===== src/hdl/cts_pkg.sv =====
`timescale 1ns / 1ps

package cts_pkg;

  localparam int CMD_W  = 3;
  localparam int TGT_W  = 4;
  localparam int STAT_W = 3;
  localparam int TID_W  = 4;
  localparam int RCNT_W = 5;

  // command codes
  localparam logic [CMD_W-1:0] CMD_SPAWN    = 3'd0;
  localparam logic [CMD_W-1:0] CMD_YIELD    = 3'd1;
  localparam logic [CMD_W-1:0] CMD_JOIN     = 3'd2;
  localparam logic [CMD_W-1:0] CMD_EXIT     = 3'd3;
  localparam logic [CMD_W-1:0] CMD_DISPATCH = 3'd4;

  // result status codes
  localparam logic [STAT_W-1:0] ST_OK          = 3'd0;
  localparam logic [STAT_W-1:0] ST_RUN_OVER    = 3'd1;
  localparam logic [STAT_W-1:0] ST_TABLE_FULL  = 3'd2;
  localparam logic [STAT_W-1:0] ST_TARGET_DEAD = 3'd3;
  localparam logic [STAT_W-1:0] ST_NO_TASK     = 3'd4;
  localparam logic [STAT_W-1:0] ST_BAD_TARGET  = 3'd5;

  typedef struct packed {
    logic [CMD_W-1:0] cmd;
    logic [TGT_W-1:0] target_task;
  } cmd_t;

  typedef struct packed {
    logic [STAT_W-1:0] result_status;
    logic [TID_W-1:0]  task_id;
    logic [TID_W-1:0]  running_task;
    logic [RCNT_W-1:0] ready_count;
  } res_t;

  typedef struct packed {
    logic push;
    logic pop;
    logic clear;
  } q_ctrl_t;

endpackage


===== src/hdl/cts_if.sv =====
`timescale 1ns / 1ps

interface cts_cmd_if
  import cts_pkg::*;
  ();
  logic             valid;
  logic             ready;
  logic [CMD_W-1:0] cmd;
  logic [TGT_W-1:0] target_task;

  modport source (output valid, output cmd, output target_task, input ready);
  modport sink (input valid, input cmd, input target_task, output ready);
endinterface

interface cts_res_if
  import cts_pkg::*;
  ();
  logic              valid;
  logic              ready;
  logic [STAT_W-1:0] result_status;
  logic [TID_W-1:0]  task_id;
  logic [TID_W-1:0]  running_task;
  logic [RCNT_W-1:0] ready_count;

  modport source (output valid, output result_status, output task_id, output running_task,
                  output ready_count, input ready);
  modport sink (input valid, input result_status, input task_id, input running_task,
                input ready_count, output ready);
endinterface


===== src/hdl/cts_ram.sv =====
`timescale 1ns / 1ps

module cts_ram #(
  parameter int WIDTH = 4,
  parameter int DEPTH = 16
) (
  input  logic                     clk,
  input  logic                     we,
  input  logic [$clog2(DEPTH)-1:0] waddr,
  input  logic [WIDTH-1:0]         wdata,
  input  logic [$clog2(DEPTH)-1:0] raddr,
  output logic [WIDTH-1:0]         rdata
);

  logic [WIDTH-1:0] mem [DEPTH];

  always_ff @(posedge clk) begin
    if (we) begin
      mem[waddr] <= wdata;
    end
    rdata <= mem[raddr];
  end

endmodule


===== src/hdl/cts_run_queue.sv =====
`timescale 1ns / 1ps

module cts_run_queue
  import cts_pkg::*;
#(
  parameter int MAX_TASKS = 16
) (
  input  logic                               clk,
  input  logic                               rst_n,
  input  q_ctrl_t                            ctrl,
  input  logic [$clog2(MAX_TASKS)-1:0]       push_id,
  output logic [$clog2(MAX_TASKS)-1:0]       head_id,
  output logic [$clog2(MAX_TASKS+1)-1:0]     count,
  output logic [$clog2(MAX_TASKS+1)-1:0]     count_after
);

  localparam int ID_W  = $clog2(MAX_TASKS);
  localparam int CNT_W = $clog2(MAX_TASKS + 1);

  logic [ID_W-1:0]  head_r, head_nxt;
  logic [ID_W-1:0]  tail_r, tail_nxt;
  logic [CNT_W-1:0] count_r, count_nxt;
  logic             byp_v_r;
  logic [ID_W-1:0]  byp_d_r;
  logic [ID_W-1:0]  ram_rdata;
  logic             full;
  logic             wr_en;

  function automatic logic [ID_W-1:0] ptr_inc(input logic [ID_W-1:0] p);
    return (p == ID_W'(MAX_TASKS - 1)) ? '0 : p + 1'b1;
  endfunction

  assign full  = (count_r == CNT_W'(MAX_TASKS));
  // drop a push into a full queue
  assign wr_en = ctrl.push && !full && !ctrl.clear;

  always_comb begin
    head_nxt  = head_r;
    tail_nxt  = tail_r;
    count_nxt = count_r;
    if (ctrl.clear) begin
      head_nxt  = '0;
      tail_nxt  = '0;
      count_nxt = '0;
    end else begin
      if (wr_en) begin
        tail_nxt  = ptr_inc(tail_r);
        count_nxt = count_r + 1'b1;
      end
      if (ctrl.pop) begin
        head_nxt  = ptr_inc(head_r);
        count_nxt = count_r - 1'b1;
      end
    end
  end

  always_ff @(posedge clk) begin
    if (!rst_n) begin
      head_r  <= '0;
      tail_r  <= '0;
      count_r <= '0;
      byp_v_r <= 1'b0;
    end else begin
      head_r  <= head_nxt;
      tail_r  <= tail_nxt;
      count_r <= count_nxt;
      // RAM reads old data when the new head is written in the same cycle
      byp_v_r <= wr_en && (tail_r == head_nxt);
    end
  end

  always_ff @(posedge clk) begin
    byp_d_r <= push_id;
  end

  // prefetch the word at the next head so a pop needs no separate RAM read
  cts_ram #(
    .WIDTH (ID_W),
    .DEPTH (MAX_TASKS)
  ) u_ram (
    .clk   (clk),
    .we    (wr_en),
    .waddr (tail_r),
    .wdata (push_id),
    .raddr (head_nxt),
    .rdata (ram_rdata)
  );

  assign head_id     = byp_v_r ? byp_d_r : ram_rdata;
  assign count       = count_r;
  assign count_after = count_nxt;

endmodule


===== src/hdl/cts_engine.sv =====
`timescale 1ns / 1ps

module cts_engine
  import cts_pkg::*;
#(
  parameter int MAX_TASKS = 16
) (
  input  logic                           clk,
  input  logic                           rst_n,
  input  logic                           exec,
  input  cmd_t                           item,
  output res_t                           res,
  output q_ctrl_t                        q_ctrl,
  output logic [$clog2(MAX_TASKS)-1:0]   q_push_id,
  input  logic [$clog2(MAX_TASKS)-1:0]   q_head_id,
  input  logic [$clog2(MAX_TASKS+1)-1:0] q_count,
  input  logic [$clog2(MAX_TASKS+1)-1:0] q_count_after
);

  localparam int ID_W   = $clog2(MAX_TASKS);
  localparam int CNT_W  = $clog2(MAX_TASKS + 1);
  // only ids within the join target range can ever be joined
  localparam int SPAN   = (MAX_TASKS < (1 << TGT_W)) ? MAX_TASKS : (1 << TGT_W);
  localparam int SPAN_W = $clog2(SPAN);
  localparam int SLOTS  = 1 << SPAN_W;
  localparam int CMP_W  = (CNT_W > TGT_W + 1) ? CNT_W : TGT_W + 1;

  logic [ID_W-1:0]   cur_r, cur_nxt;
  logic [CNT_W-1:0]  next_id_r, next_id_nxt;
  logic [SLOTS-1:0]  dead_r, dead_nxt;
  logic [SLOTS-1:0]  jw_v_r, jw_v_nxt;
  logic [ID_W-1:0]   jw_r [SLOTS];
  logic              jw_we;

  logic [STAT_W-1:0] status_c;
  logic [ID_W-1:0]   tid_c;
  q_ctrl_t           ctrl_c;
  logic [ID_W-1:0]   push_id_c;

  logic [SPAN_W-1:0] tgt_idx;
  logic [SPAN_W-1:0] cur_idx;
  logic [CMP_W-1:0]  tgt_w;
  logic              cur_zero;
  logic              cur_in_span;
  logic              tgt_bad;

  assign tgt_idx     = item.target_task[SPAN_W-1:0];
  assign cur_idx     = cur_r[SPAN_W-1:0];
  assign tgt_w       = CMP_W'(item.target_task);
  assign cur_zero    = (cur_r == '0);
  assign cur_in_span = (CMP_W'(cur_r) < CMP_W'(SPAN));
  // a target not yet spawned in this run is still free
  assign tgt_bad     = (item.target_task == '0) || (tgt_w >= CMP_W'(MAX_TASKS)) ||
                       (tgt_w == CMP_W'(cur_r)) || (tgt_w >= CMP_W'(next_id_r));

  always_comb begin
    status_c    = ST_OK;
    tid_c       = '0;
    cur_nxt     = cur_r;
    next_id_nxt = next_id_r;
    dead_nxt    = dead_r;
    jw_v_nxt    = jw_v_r;
    jw_we       = 1'b0;
    ctrl_c      = '0;
    push_id_c   = '0;
    unique case (item.cmd)
      CMD_SPAWN: begin
        if (next_id_r >= CNT_W'(MAX_TASKS)) begin
          status_c = ST_TABLE_FULL;
        end else begin
          tid_c       = next_id_r[ID_W-1:0];
          ctrl_c.push = 1'b1;
          push_id_c   = next_id_r[ID_W-1:0];
          next_id_nxt = next_id_r + 1'b1;
        end
      end
      CMD_YIELD: begin
        if (cur_zero) begin
          status_c = ST_NO_TASK;
        end else begin
          ctrl_c.push = 1'b1;
          push_id_c   = cur_r;
          cur_nxt     = '0;
        end
      end
      CMD_JOIN: begin
        if (cur_zero) begin
          status_c = ST_NO_TASK;
        end else if (tgt_bad) begin
          status_c = ST_BAD_TARGET;
        end else if (dead_r[tgt_idx]) begin
          status_c = ST_TARGET_DEAD;
        end else begin
          // a later joiner replaces the earlier one
          jw_we             = 1'b1;
          jw_v_nxt[tgt_idx] = 1'b1;
          cur_nxt           = '0;
        end
      end
      CMD_EXIT: begin
        if (cur_zero) begin
          status_c = ST_NO_TASK;
        end else begin
          if (cur_in_span) begin
            dead_nxt[cur_idx] = 1'b1;
            if (jw_v_r[cur_idx]) begin
              tid_c             = jw_r[cur_idx];
              ctrl_c.push       = 1'b1;
              push_id_c         = jw_r[cur_idx];
              jw_v_nxt[cur_idx] = 1'b0;
            end
          end
          cur_nxt = '0;
        end
      end
      CMD_DISPATCH: begin
        if (!cur_zero) begin
          status_c = ST_OK;
        end else if (q_count == '0) begin
          // run over: wipe the table and restart ids
          status_c     = ST_RUN_OVER;
          ctrl_c.clear = 1'b1;
          dead_nxt     = '0;
          jw_v_nxt     = '0;
          next_id_nxt  = CNT_W'(1);
        end else begin
          tid_c      = q_head_id;
          ctrl_c.pop = 1'b1;
          cur_nxt    = q_head_id;
        end
      end
      default: begin
        status_c = ST_OK;
      end
    endcase
  end

  always_ff @(posedge clk) begin
    if (!rst_n) begin
      cur_r     <= '0;
      next_id_r <= CNT_W'(1);
      dead_r    <= '0;
      jw_v_r    <= '0;
    end else if (exec) begin
      cur_r     <= cur_nxt;
      next_id_r <= next_id_nxt;
      dead_r    <= dead_nxt;
      jw_v_r    <= jw_v_nxt;
    end
  end

  always_ff @(posedge clk) begin
    if (exec && jw_we) begin
      jw_r[tgt_idx] <= cur_r;
    end
  end

  assign q_ctrl    = exec ? ctrl_c : '0;
  assign q_push_id = push_id_c;

  assign res.result_status = status_c;
  assign res.task_id       = TID_W'(tid_c);
  assign res.running_task  = TID_W'(cur_nxt);
  assign res.ready_count   = RCNT_W'(q_count_after);

endmodule


===== src/hdl/cooperative_task_scheduler_top.sv =====
`timescale 1ns / 1ps
// A command word is taken into the input register, executed, and its result word presented from the result register.
// Throughput: one command word per cycle while the result side does not stall; the single execute stage between the
// input register and the result register sets this, the run-queue RAM being prefetched.
// Reset: synchronous, active low; clears the task table, queue pointers and current task.
// Run-queue RAM contents are left as they are and need no clearing pass.
module cooperative_task_scheduler_top
  import cts_pkg::*;
#(
  parameter int MAX_TASKS = 16
) (
  input logic       clk,
  input logic       rst_n,
  cts_cmd_if.sink   in_ch,
  cts_res_if.source out_ch
);

  localparam int ID_W  = $clog2(MAX_TASKS);
  localparam int CNT_W = $clog2(MAX_TASKS + 1);

  logic             in_v_r;
  cmd_t             in_d_r;
  logic             out_v_r;
  res_t             out_d_r;
  logic             adv;
  res_t             res;
  q_ctrl_t          q_ctrl;
  logic [ID_W-1:0]  q_push_id;
  logic [ID_W-1:0]  q_head_id;
  logic [CNT_W-1:0] q_count;
  logic [CNT_W-1:0] q_count_after;

  // execute the held word when the result register is free or being drained
  assign adv         = in_v_r && (!out_v_r || out_ch.ready);
  assign in_ch.ready = !in_v_r || adv;

  always_ff @(posedge clk) begin
    if (!rst_n) begin
      in_v_r  <= 1'b0;
      out_v_r <= 1'b0;
    end else begin
      if (in_ch.ready) begin
        in_v_r <= in_ch.valid;
      end
      if (adv) begin
        out_v_r <= 1'b1;
      end else if (out_ch.ready) begin
        out_v_r <= 1'b0;
      end
    end
  end

  always_ff @(posedge clk) begin
    if (in_ch.valid && in_ch.ready) begin
      in_d_r.cmd         <= in_ch.cmd;
      in_d_r.target_task <= in_ch.target_task;
    end
    if (adv) begin
      out_d_r <= res;
    end
  end

  cts_engine #(
    .MAX_TASKS (MAX_TASKS)
  ) u_engine (
    .clk           (clk),
    .rst_n         (rst_n),
    .exec          (adv),
    .item          (in_d_r),
    .res           (res),
    .q_ctrl        (q_ctrl),
    .q_push_id     (q_push_id),
    .q_head_id     (q_head_id),
    .q_count       (q_count),
    .q_count_after (q_count_after)
  );

  cts_run_queue #(
    .MAX_TASKS (MAX_TASKS)
  ) u_run_queue (
    .clk         (clk),
    .rst_n       (rst_n),
    .ctrl        (q_ctrl),
    .push_id     (q_push_id),
    .head_id     (q_head_id),
    .count       (q_count),
    .count_after (q_count_after)
  );

  assign out_ch.valid         = out_v_r;
  assign out_ch.result_status = out_d_r.result_status;
  assign out_ch.task_id       = out_d_r.task_id;
  assign out_ch.running_task  = out_d_r.running_task;
  assign out_ch.ready_count   = out_d_r.ready_count;

  a_hold_input: assert property (@(posedge clk) disable iff (!rst_n)
    in_v_r && !adv |=> in_v_r && $stable(in_d_r))
    else $error("held command word lost or changed");

  a_dispatch_runs: assert property (@(posedge clk) disable iff (!rst_n)
    adv && (in_d_r.cmd == CMD_DISPATCH) && (res.result_status == ST_OK) &&
    (res.task_id != '0) |-> res.running_task == res.task_id)
    else $error("dispatched task is not the running task");

  a_run_over: assert property (@(posedge clk) disable iff (!rst_n)
    adv && (res.result_status == ST_RUN_OVER) |->
    (res.ready_count == '0) && (res.running_task == '0))
    else $error("run over left tasks behind");

  a_no_double_q_op: assert property (@(posedge clk) disable iff (!rst_n)
    $countones({q_ctrl.push, q_ctrl.pop, q_ctrl.clear}) <= 1)
    else $error("more than one run-queue operation in a cycle");

endmodule


===== src/flat_wrapper.sv =====
// flat-port wrapper written by rule: the top's interface ports become plain ports
module cooperative_task_scheduler_top_flat import cts_pkg::*;
#(
  parameter int MAX_TASKS = 16
)
  (clk, rst_n, in_ch_valid, in_ch_cmd, in_ch_target_task, in_ch_ready, out_ch_valid, out_ch_result_status, out_ch_task_id, out_ch_running_task, out_ch_ready_count, out_ch_ready);
  cts_cmd_if in_ch_i ();
  cts_res_if out_ch_i ();
  input logic clk;
  input logic rst_n;
  input wire logic [$bits(in_ch_i.valid)-1:0] in_ch_valid;
  input wire logic [$bits(in_ch_i.cmd)-1:0] in_ch_cmd;
  input wire logic [$bits(in_ch_i.target_task)-1:0] in_ch_target_task;
  output wire logic [$bits(in_ch_i.ready)-1:0] in_ch_ready;
  output wire logic [$bits(out_ch_i.valid)-1:0] out_ch_valid;
  output wire logic [$bits(out_ch_i.result_status)-1:0] out_ch_result_status;
  output wire logic [$bits(out_ch_i.task_id)-1:0] out_ch_task_id;
  output wire logic [$bits(out_ch_i.running_task)-1:0] out_ch_running_task;
  output wire logic [$bits(out_ch_i.ready_count)-1:0] out_ch_ready_count;
  input wire logic [$bits(out_ch_i.ready)-1:0] out_ch_ready;
  assign in_ch_i.valid = in_ch_valid;
  assign in_ch_i.cmd = in_ch_cmd;
  assign in_ch_i.target_task = in_ch_target_task;
  assign in_ch_ready = in_ch_i.ready;
  assign out_ch_valid = out_ch_i.valid;
  assign out_ch_result_status = out_ch_i.result_status;
  assign out_ch_task_id = out_ch_i.task_id;
  assign out_ch_running_task = out_ch_i.running_task;
  assign out_ch_ready_count = out_ch_i.ready_count;
  assign out_ch_i.ready = out_ch_ready;
  cooperative_task_scheduler_top #(.MAX_TASKS(MAX_TASKS)) u_core (.clk(clk), .rst_n(rst_n), .in_ch(in_ch_i), .out_ch(out_ch_i));
endmodule

===== config.mk =====
export PLATFORM = sky130hd
export DESIGN_NAME = cooperative_task_scheduler_top_flat
export DESIGN_NICKNAME = d
export VERILOG_FILES = /design/src/hdl/cts_pkg.sv /design/src/hdl/cts_if.sv /design/src/hdl/cts_ram.sv /design/src/hdl/cts_run_queue.sv /design/src/hdl/cts_engine.sv /design/src/hdl/cooperative_task_scheduler_top.sv /design/src/flat_wrapper.sv
export SDC_FILE = /design/constraint.sdc
export NUM_CORES = 1
export LEC_CHECK = 0
export BUFFER_PORTS_ARGS = -buffer_cell sky130_fd_sc_hd__buf_4
export CAP_MARGIN = 20
export CORE_UTILIZATION = 40
export DETAILED_ROUTE_END_ITERATION = 7
export HOLD_SLACK_MARGIN = 0.1
export PLACE_DENSITY_LB_ADDON = 0.1
export SLEW_MARGIN = 40
export SYNTH_ARGS = -nofsm -noshare
export SYNTH_HDL_FRONTEND = slang
export SYNTH_SLANG_ARGS = --single-unit

===== constraint.sdc =====
create_clock -name clk -period 3.1 [get_ports clk]
set_input_delay 0.31 -clock clk [delete_from_list [all_inputs] [get_ports clk]]
set_output_delay 0.31 -clock clk [all_outputs]
set_load 0.005 [all_outputs]

==> impl_summary.md, run 1 <==
Detailed routing
The first TritonRoute pass finished after 5 iterations. The final layout contains routed wiring with a total length of 23800 um. The number of vias in the routed layout is 6571. Dividing the detail-routed wire length by the instance count gives 20.07 um. The count of nets left with antenna violations once routing finished came out at 0. After detailed routing, the number of remaining DRC violations is 0. Using the TritonRoute via totals, the vias-per-cell ratio works out to 5.540.

The first routing iteration left 573 violations.

Worst hold path
The class of the most critical hold timing path is input port to flip-flop. The worst hold path passes through 2 cells.

Floorplan
The boundary pin count is 29. The cell row count is 56. The die width is 158.0 um. After floorplanning, the core was sized to cover 0.02368 mm^2. The initial utilization of the core area, before any placement, comes to 41.12%. The area enclosed by the die boundary is 0.02497 mm^2. The die is 158.0 um tall.

Critical path
The kind of end point of the critical path is a flip-flop. The largest single stage delay on the critical path is 570 ps. The nature of the critical path startpoint is a flip-flop.

For the worst setup path, the data required time is 3520 ps. The critical path buffer and inverter count is 1. The arrival time of data at the critical path endpoint is 3340 ps. The critical path goes through buf_4, nor4_4, nand4_4, or4_4, and2_4, mux2_4, o2bb2ai_2, a2111oi_2. The cell family contributing the most delay on the critical path is simple AND/OR/NAND/NOR gates. The critical path crosses 8 cells after its start point.

By startpoint and endpoint, the worst setup path is classified as flip-flop to flip-flop. For this design, the slowest cell found on the critical path is or4_4. The worst register-to-register path has a depth of 8. In this run the worst path has a maximum fanout of 15.

Power
The power per cell area is 561.9 mW/mm^2. The leakage power is 3.944 nW. After layout, the design draws a total of 6.455 mW.

IR analysis of the VDD net gives a maximum drop of 0.4053 mV.

Layout
The area growth from synthesis to layout is 17.97%. The fill cell total of the finished layout is 2183. The post-route netlist has 19.26% of its cells at a drive strength greater than 1. Across the whole layout, storage elements account for 0.005916 mm^2. The number of diodes added for antenna fixing is 0. At the end of the flow, the number of nets in the layout was 874. In the final layout, the multi-input gates occupy 0.003570 mm^2.

Clock network
The clock slew at the register clock pins of the worst setup and hold paths is 60 ps. For the worst-skew pair, the clock arrives at the later sink with an insertion delay of 530 ps. The largest buffer count on any clock path is 3. Once the clock tree was built, the setup fixing pass inserted 0 buffers.

For this design, the sink count on the clock tree is 220. TritonCTS built the clock tree. Clock tree synthesis inserted a total of 24 buffers. The buffer cell driving the clock tree root is clkbuf_16. The total number of H-tree levels is 1.

Synth
Synthesis produced a netlist whose cell count is 786. The mean post-synth cell area is 12.39 um^2. The count of unique library cells instantiated by Yosys is 69. The primary flip-flop cell chosen by synthesis mapping is edfxtp_1.

The post-synthesis async set-or-reset flop share is 0%. The sequential cell area fraction in the yosys report is 60.75%. Yosys printed 0 warnings. The summed instance area of the synthesized netlist is 0.009738 mm^2. The synthesized design contains 220 register bits.

Counting flops with a built-in enable in the synthesized netlist gives 151.

STA
The number of max-slew violations in the final report is 0. The maximum clock frequency is 342.6 MHz. Clock skew on the completed layout was measured at 25.83 ps. The final sum of negative setup slack is 0 ps. At the pin with the least slew margin, the transition time is 784.0 ps. Setup violations remaining at the end of the flow were counted as 0.

The worst hold margin is 149.3 ps. Setup repair after global routing left no endpoint under its margin. The normalized max-slew margin is 47.25%. The routed design could run at a clock period as short as 2919 ps.

In the finished design, the share of the clock period the worst path needs comes to 94.17%. The final-report hold violation count is 0.

GRT
For this run the aggregate overflow at the end of global routing stands at 0. The wire length of the first global-routing pass is 37070 um. Entering global routing, the biggest net connects 30 pins. The via count of the first global-routing pass is 6457.

The initial antenna violation count is 0. The all-layer global routing usage is 19.66%.

Placed design
The weighted congestion reported at the end of routability-driven placement is 0.8048. The HPWL after detailed placement is 16770 um. The count of port buffers added during placement is 28.

Flow run
The max capacitance violation total is 0.

Outcome
The flow ran to the end, and the final reports show no timing, DRC or antenna violations.
[timing repair]
item | CTS | global route
hold buffers | 8 | 0
resized for setup | 0 | 1
endpoints found under the hold margin | 8 | 0
setup endpoints to repair | 0 | 1
[path summary, 6_finish.rpt]
kind | start | end | slack (ps)
hold reg to reg | u_core.u_engine.jw_v_r[0]$_SDFFE_PN0P_ | u_core.u_engine.jw_v_r[0]$_SDFFE_PN0P_ | 450
setup reg to reg | u_core.u_engine.cur_idx[2]$_SDFFE_PN0P_ | u_core.u_run_queue.u_ram.rdata[2]$_DFF_P_ | 180
setup / recovery | u_core.u_engine.cur_idx[2]$_SDFFE_PN0P_ | u_core.u_run_queue.u_ram.rdata[2]$_DFF_P_ | 180
hold / removal | rst_n | u_core.u_engine.next_id_r[0]$_SDFFE_PN1P_ | 150
[Yosys cell counts, drive strengths merged, types with 12 or more instances]
master  number  area share (%)
and2        12            0.80
a21oi       63             3.2
nor2        78             3.0
mux2i       24             2.5
edfxtp     151              47
dfxtp       69              14
nor3        19            0.98
inv         19            0.73
nand3       21             1.1
a32oi       12             1.1
buf         18             1.1
o21ai       19            0.98
mux4        24             5.6
clkbuf      29             1.1
nor2b       15            0.96
nand2       61             2.4
ha          14             1.8
[worst reg2reg max path: stages (launching register included)]
cell	delay, ps
dfxtp_1	320
buf_4	150
nor4_4	460
nand4_4	250
or4_4	570
and2_4	250
mux2_4	320
o2bb2ai_2	130
a2111oi_2	370
[per-stage QoR]
step | util (%) | instances | setup slack (ps) | area (um^2)
floorplan | - | 789 | 82.22 | 9766
global placement | 44.42 | 1134 | 189.8 | 10520
detailed placement | 44.42 | 1134 | 167.6 | 10520
CTS | 48.47 | 1186 | 154.9 | 11480
global route | 48.51 | 1186 | 9.759 | 11490
finish | 48.51 | 1186 | 180.7 | 11490
[cells by family after synthesis]
group,after synthesis,share of synthesized area (%)
multiplexers,59,9.328
AO/OA/AOI/OAI,156,10.54
buffers and inverters,66,2.994
XOR/XNOR,15,1.349
adder cells (fa/ha/maj),14,1.799
AND/OR/NAND/NOR,255,13.21
flip-flops,220,60.75
other,1,0.03851
[power breakdown]
part	internal [mW]	switching [mW]
clock	1.93	1.18
sequential	3.13	0.0178
combinational	0.0799	0.121
[layout by cell type, fill, tap and decap left out, types with 15 or more instances in the layout]
master	n
mux2i_1	24
nand3_1	21
a21oi_1	63
buf_4	71
nor2_1	77
nor2b_1	15
o21ai_0	17
clkbuf_16	27
nand2_1	61
inv_1	19
dfxtp_1	69
mux4_2	24
nor3_1	16
edfxtp_1	151
[metal layers]
| metal | global-route usage (%) | share of wire [%] | up-vias |
|---|---|---|---|
| li1 | - | - | 3072 |
| met1 | 27.98 | 46 | 3266 |
| met3 | 2.710 | 4.9 | 41 |
| met5 | 0 | 0 | - |
| met2 | 31.26 | 46 | 192 |
| met4 | 5.678 | 2.5 | 0 |
[registers in the layout (all words and copies together) (netlist names), named ones only]
register and count:
u_core.u_engine.jw_r 64, u_core.u_engine.next_id_r 5, u_core.u_run_queue.u_ram.mem 64, u_core.u_run_queue.count 5, u_core.u_run_queue.head_r 4, u_core.out_ch.valid 1, u_core.u_run_queue.tail_r 4, u_core.in_v_r 1
u_core.out_ch.result_status 3, u_core.u_engine.jw_v_r 16, u_core.u_run_queue.u_ram.rdata 4, u_core.u_run_queue.byp_v_r 1, u_core.out_ch.running_task 4, u_core.u_engine.cur_idx 4, u_core.out_ch.ready_count 5, u_core.in_d_r 7
u_core.u_run_queue.byp_d_r 4, u_core.u_engine.dead_r 16, u_core.out_ch.task_id 4
[layout make-up]
cell class	instances	area share, %
Tap cell	319	3.474
Clock inverter	16	1.655
Timing Repair Buffer	81	5.685
Inverter	19	0.6208
Clock buffer	28	6.001
Multi-Input combinational cell	503	31.07
Sequential cell	220	51.49
No activity file was read; power rests on OpenSTA's default activity.
==> inputs of run 2 (changes only) <==
--- a/config.mk
+++ b/config.mk
@@ -7,4 +7,5 @@
 export LEC_CHECK = 0
-export BUFFER_PORTS_ARGS = -buffer_cell sky130_fd_sc_hd__buf_4
+export BUFFER_PORTS_ARGS = -buffer_cell sky130_fd_sc_hd__buf_2
 export CAP_MARGIN = 20
+export CORE_ASPECT_RATIO = 0.6
 export CORE_UTILIZATION = 40
--- a/constraint.sdc
+++ b/constraint.sdc
@@ -3,2 +3,2 @@
 set_output_delay 0.31 -clock clk [all_outputs]
-set_load 0.005 [all_outputs]
+set_load 0.05 [all_outputs]
==> run 2 against run 1 <==
  * First-iteration DRC count up 22%
  * Via count rose by 2.2%
  * Worst hold slack gained 71 ps
  * Clock skew about the same
  * Core utilization decreased by 0.31 points
  * Largest cell class unchanged
  * Register-to-register slack got worse by 40 ps
  * Clock power down 17%
  * Global-route usage is 1.4 points higher
  * Largest power group unchanged
  * Setup slack got worse by 38 ps
  * Non-clock buffer count rose by 12
==> impl_summary.md, run 2 (same netlist as run 1, synthesis figures left out) <==
STA
Measured against its own limit, the worst slew margin works out to 55.08%. The slew at the pin with the worst max-slew slack is 672.5 ps. The final-report hold violation count is 0. The number of max-slew violations in the final report is 0. Setup violations remaining at the end of the flow were counted as 0.

On the final layout, the worst clock skew is 26.22 ps. The ratio of final minimum period to clock period is 95.39%. Adding up every negative setup slack in the final design gives 0 ps. Setup repair after global routing left no endpoint under its margin.

For this run, the top clock speed supported by timing is 338.2 MHz. The final critical-path required period is 2957 ps.

Detailed routing
For this block, the routed nets add up to 25600 um of wire. In the routed design, unresolved DRC markers number 0. The average wire length per cell after detail routing is 21.51 um. The number of vias per cell after detailed routing is 5.645. The remaining antenna violation count is 0. The first TritonRoute pass finished after 5 iterations. Across all layers, the routed design uses 6718 vias. The detailed router's first-iteration violation count is 697.

Flow run
Max-cap violations in this run came to 0.

Power
The peak ir drop on the vdd network is 0.3163 mV. The design draws 5.955 mW. The power per cell area is 525.5 mW/mm^2.

The leakage power is 3.871 nW.

GRT
The initial antenna violation count came to 0. The pin count of the biggest net entering global routing is 41. The wire length of the first global-routing pass is 39180 um. The via count of the first global-routing pass is 6513.

The all-layer global routing usage is 21.04%. The residual overflow from global routing is 0.

Layout
The final layout contains 884 nets. Leaving out fill and tap cells, the most frequent cells in the layout are edfxtp_1 (151), nor2_1 (72), dfxtp_1 (69). Counting the fill cells in the layout gives 2084. The repair_antennas step left the layout with diodes totalling 0. The largest registers in the layout are u_core.u_engine.jw_r x64, u_core.u_run_queue.u_ram.mem x64. The finished cells cover 0.01133 mm^2.

The commonest non-fill, non-tap cell in the layout is edfxtp_1. Compared with the post-synthesis result, the final layout area differs by 16.37%. The fraction of layout cells with a size suffix above 1 is 19.89%. The share of the core filled with cells in the final layout is 48.20%.

Placed design
The congestion estimate from routability-driven global placement came to 0.8294. The HPWL after detailed placement is 18500 um. The count of port buffers added during placement is 28.

In this run the cell area measured after placement is 0.01054 mm^2.

Critical path
The type of the setup path with the least slack is flip-flop to flip-flop. The critical path goes through inv_1, ha_1, nor4b_2, buf_4, nor2_1, a41o_1, nand2_1, o211ai_1, a21boi_0, a2111oi_2. The critical path data required time is 3490 ps.

At the worst endpoint, the arrival time is 3340 ps. The cell with the largest stage delay on the worst path is dfxtp_1. The kind of end point of the critical path is a flip-flop. Along the worst path, the maximum fanout reaches 8. The nature of the critical path startpoint is a flip-flop. The dominant delay contributor by cell family on the critical path is compound AO/OA/AOI/OAI gates.

The critical path buffer and inverter count is 2. For this run, the slowest stage of the critical path takes 430 ps.

Clock network
No sink is reached through more buffers than the 3 on the longest clock path. The buffer cell driving the clock tree root is clkbuf_16. The number of clock sinks seen by CTS is 220. The CTS tree is built. Clock-pin slew was measured on the worst setup and hold paths at 70 ps.

The number of CTS-inserted buffers is 22. The worst-skew pair later-pin latency is 520 ps. The number of setup buffers added after CTS is 0. The total number of H-tree levels is 1.

Floorplan
Row generation in the floorplan step produced 43 rows. The region available for standard cell placement spans 0.02351 mm^2. The die is 203.4 um wide.

The initial utilization of the core area, before any placement, comes to 41.42%. The chip height is 122.9 um. The boundary pin count is 29. The area enclosed by the die boundary is 0.02499 mm^2.

Worst hold path
The min-delay analysis places its worst path in the category input port to flip-flop.

Outcome
The flow ran to the end, and the final reports show no timing, DRC or antenna violations.
==> run 2: final timing paths <==
| check | from | to | slack, ps | depth (start not counted) |
|---|---|---|---|---|
| worst max-delay path | u_core.u_run_queue.count[0]$_SDFF_PN0_ | u_core.u_run_queue.u_ram.rdata[2]$_DFF_P_ | 140 | 10 |
| worst min register to register | u_core.u_engine.dead_r[0]$_SDFFE_PN0P_ | u_core.u_engine.dead_r[0]$_SDFFE_PN0P_ | 430 | 2 |
| worst max register to register | u_core.u_run_queue.count[0]$_SDFF_PN0_ | u_core.u_run_queue.u_ram.rdata[2]$_DFF_P_ | 140 | 10 |
| worst min-delay path | out_ch_ready | u_core.in_v_r$_SDFFE_PN0N_ | 220 | 4 |
==> run 2: repair_timing <==
action	4_1_cts	5_1_grt
gates resized for setup	0	9
setup endpoints to repair	0	60
hold buffers	8	0
hold endpoints to repair	8	0
==> run 2: power by group <==
| group | internal, mW | switching, mW | total [mW] |
|---|---|---|---|
| clock | 1.48 | 1.09 | 2.57 |
| combinational | 0.0763 | 0.159 | 0.236 |
| sequential | 3.13 | 0.0200 | 3.15 |
==> run 2: final cells by class <==
class | count | area (um^2) | area share [%]
clock buffer | 37 | 671.9 | 5.929
inverter | 19 | 71.32 | 0.6293
sequential | 220 | 5916 | 52.20
timing repair buffer | 93 | 673.1 | 5.940
multi-input combinational | 503 | 3587 | 31.66
clock inverter | 3 | 18.77 | 0.1656
tap | 315 | 394.1 | 3.478
==> run 2: layer usage <==
layer | global-route usage (%) | vias to the layer above | wire length, um
met5 | 0 | - | 0
met4 | 4.464 | 0 | 419
met3 | 4.673 | 29 | 2210
met2 | 26.09 | 285 | 9327
met1 | 35.48 | 3318 | 13640
li1 | - | 3086 | -
==> run 2: per-stage QoR <==
stage | hold slack [ps] | worst slack (ps) | instances
floorplan | 405.4 | 82.22 | 789
global placement | 418.0 | 212.1 | 1142
detailed placement | 427.7 | 165.8 | 1142
CTS | 198.0 | 150.9 | 1190
global route | 231.4 | 7.579 | 1190
finish | 219.9 | 143.0 | 1190
==> run 2: worst reg2reg max path: cells and delay by family (launching register included) <==
kind | cells | cell delay [ps]
AOI/OAI and AO/OA | 4 | 1150
and+or+nand+nor | 3 | 720
DFF | 1 | 430
buffers and inverters | 2 | 300
adders and majority gates | 1 | 240
==> inputs of run 3 (changes only) <==
CORE_UTILIZATION = 56   (was 40)
==> run 3 against run 2 <==
  * Die area fell by 28%
  * Highest routed layer unchanged
  * Worst hold slack lost 17 ps
  * Sequential share of layout area grew 1.0 points
  * Combinational power is 6% lower
  * Final area shrank 1.9%
  * Routed wire length shrank 6.5%
  * Clock skew fell by 11 ps
  * First-iteration DRC count is 4.7% lower
  * Largest cell class unchanged
  * Setup slack hardly changed
  * Critical path depth unchanged
  * Non-clock buffer count fell by 3
  * Global-route usage grew 6.6 points
==> impl_summary.md, run 3 (same netlist as run 1, synthesis figures left out) <==
Power
The analysis attributes to net switching a power of 1.240 mW. In this run, flip-flops and latches consume 54.7% of the power. The power per cell area is 517.7 mW/mm^2. The internal portion of the total power is 4.512 mW. The peak ir drop on the vdd network is 0.4421 mV.

The power share of the combinational group is 3.9%. The share of total power dissipated in the clock network is 41.4%. The switching share of total power is 21.56%.

The leakage power is 3.821 nW.

STA
The slew at the pin with the worst max-slew slack is 695.6 ps. The number of max-slew violations in the final report was 0. The worst pin sits at a relative slew slack of 53.62%.

The final critical-path required period is 2957 ps. In the finished design, the share of the clock period the worst path needs comes to 95.37%. Setup violations remaining at the end of the flow were counted as 0. For this run, the top clock speed supported by timing is 338.2 MHz. Setup repair after global routing could not meet its margin everywhere. The clock skew after layout is 15.40 ps.

The final-report hold violation count was 0. Hold timing on the final database bottoms out at a slack of 203.3 ps.

Placed design
Once detailed placement completed, the half-perimeter wirelength came to 17450 um. The count of port buffers added during placement is 28. The cell area reported after detailed placement is 0.01039 mm^2. The weighted congestion reported at the end of routability-driven placement is 0.8704.

Clock network
The clock slew at the register clock pins of the worst setup and hold paths is 70 ps. In this run the number of H-tree levels came out at 1. The buffer cell driving the clock tree root is clkbuf_16. The number of setup buffers added after CTS is 0.

The clock passes through at most 3 buffers. Clock tree synthesis inserted a total of 20 buffers. The number of clock sinks seen by CTS is 220. Clock latency on the worst-skew pair, taken at its later pin, is 510 ps.

TritonCTS built the clock tree.

Critical path
The critical path data required time is 3270 ps. The kind of end point of the critical path is a flip-flop. In this run the worst path has a maximum fanout of 4. The worst setup path is of the flip-flop to flip-flop kind. The nature of the critical path startpoint is a flip-flop. Data arrives at the worst endpoint at 3130 ps. The cell depth of the worst flop-to-flop path is 10.

Floorplan
In this run the core area contains 36 standard-cell rows. The core footprint is 0.01662 mm^2. The initial utilization of the core area, before any placement, comes to 58.59%. The die is 172.2 um wide. The chip height is 104.1 um. The floorplan step defined a die boundary enclosing 0.01794 mm^2. The boundary pin count is 29.

Layout
The library cell used most frequently in the layout, excluding fill and tap cells, is edfxtp_1. The post-route netlist has 19.72% of its cells at a drive strength greater than 1. The number of diodes added for antenna fixing is 0. The library cells used most frequently in the layout, excluding fill and tap cells, are edfxtp_1 (151), nor2_1 (71), dfxtp_1 (69). The share of the core filled with cells in the final layout is 66.85%.

The final-stage net count is 879. With fillers left out, the area of the finished cells amounts to 0.01111 mm^2. The largest registers in the layout are u_core.u_engine.jw_r x64, u_core.u_run_queue.u_ram.mem x64. From synthesis to final layout, the design area changed by 14.11%.

Worst hold path
The worst hold path belongs to the class input port to flip-flop. The number of cells on the worst hold path is 2.

GRT
For this run, the total global-route usage over all layers was measured as 27.65%. The via count of the first global-routing pass is 6552. The first global-routing pass estimated 37270 um of wire. The initial antenna violation count is 0. Summed over all layers, the global routing overflow is 0.

Entering global routing, the biggest net connects 28 pins.

Detailed routing
The number of detailed-route iterations in the first pass is 5. Dividing the detail-routed via count by the number of cells gives 6.211. For this run, design rule violations remaining after detail routing come to 0. In the final routed layout, each cell accounts on average for 21.85 um. The number of vias in the routed layout is 6801. The detailed router finished its first iteration with 664 violations. In this run the remaining antenna-violating nets after routing total 0.

The final layout contains routed wiring with a total length of 23930 um.

Flow run
The tool flagged a number of max-cap violations equal to 0.

Outcome
The run finished with clean final reports.
## run 3: cell types whose count changed in the layout (fill, tap and decap cells not counted), moves of 2 or more
| cell | before | now |
|---|---|---|
| buf_4 | 55 | 53 |
| clkbuf_1 | 11 | 6 |
| clkbuf_16 | 25 | 20 |
| clkinv_2 | 2 | 4 |
## run 3: cell type report
cell class                      instances  area (um^2)
Clock inverter                          8        81.33
Fill cell                            1212         5509
Inverter                               19        71.32
Tap cell                              228        285.3
Timing Repair Buffer                   90        638.1
Clock buffer                           27        536.8
Sequential cell                       220         5916
Multi-Input combinational cell        503         3583
## run 3: critical path, cell delays in order, from the launching register on
cell,delay [ps]
edfxtp_1,400
inv_1,190
ha_1,260
nand2b_1,140
a21o_1,180
a211o_1,300
a211o_1,320
nor3_1,180
buf_4,150
nand2_1,150
nor2_1,350
## run 3: timing repair
item	in CTS	in global routing
hold buffers	8	0
setup endpoints to repair	0	49
hold endpoints to repair	8	0
gates resized for setup	0	7
## run 3: stage by stage
stage	instances	setup slack, ps	TNS, ps	power, mW
floorplan	789	82.22	0	3.345
global placement	1052	126.9	0	3.413
detailed placement	1052	143.8	0	3.418
CTS	1095	134.4	0	5.763
global route	1095	-58.24	-995.0	5.896
finish	1095	143.5	0	5.752
## run 3: worst paths after layout
kind / to / startpoint / slack (ps)
worst min-delay path: u_core.in_v_r$_SDFFE_PN0N_ / rst_n / 200
worst max-delay path: u_core.u_engine.jw_r[3][2]$_DFFE_PP_ / u_core.in_d_r[0]$_DFFE_PP_ / 140
worst min register to register: u_core.u_engine.dead_r[0]$_SDFFE_PN0P_ / u_core.u_engine.dead_r[0]$_SDFFE_PN0P_ / 430
worst max register to register: u_core.u_engine.jw_r[3][2]$_DFFE_PP_ / u_core.in_d_r[0]$_DFFE_PP_ / 140
## run 3: layer usage
layer  wire, um  global-route usage (%)  vias to the layer above
li1           -                       -                     3085
met1      11540                   46.02                     3331
met2       9479                   35.71                      358
met3       2560                   7.306                       27
met4        353                   4.867                        0
met5          0                       0                        -
## run 3: power by group through the flow
stage	logic [mW]	clock network, mW	registers [mW]
floorplan	0.112	0	3.23
global placement	0.204	0	3.21
detailed placement	0.208	0	3.21
CTS	0.217	2.40	3.15
global route	0.239	2.51	3.15
finish	0.223	2.38	3.15
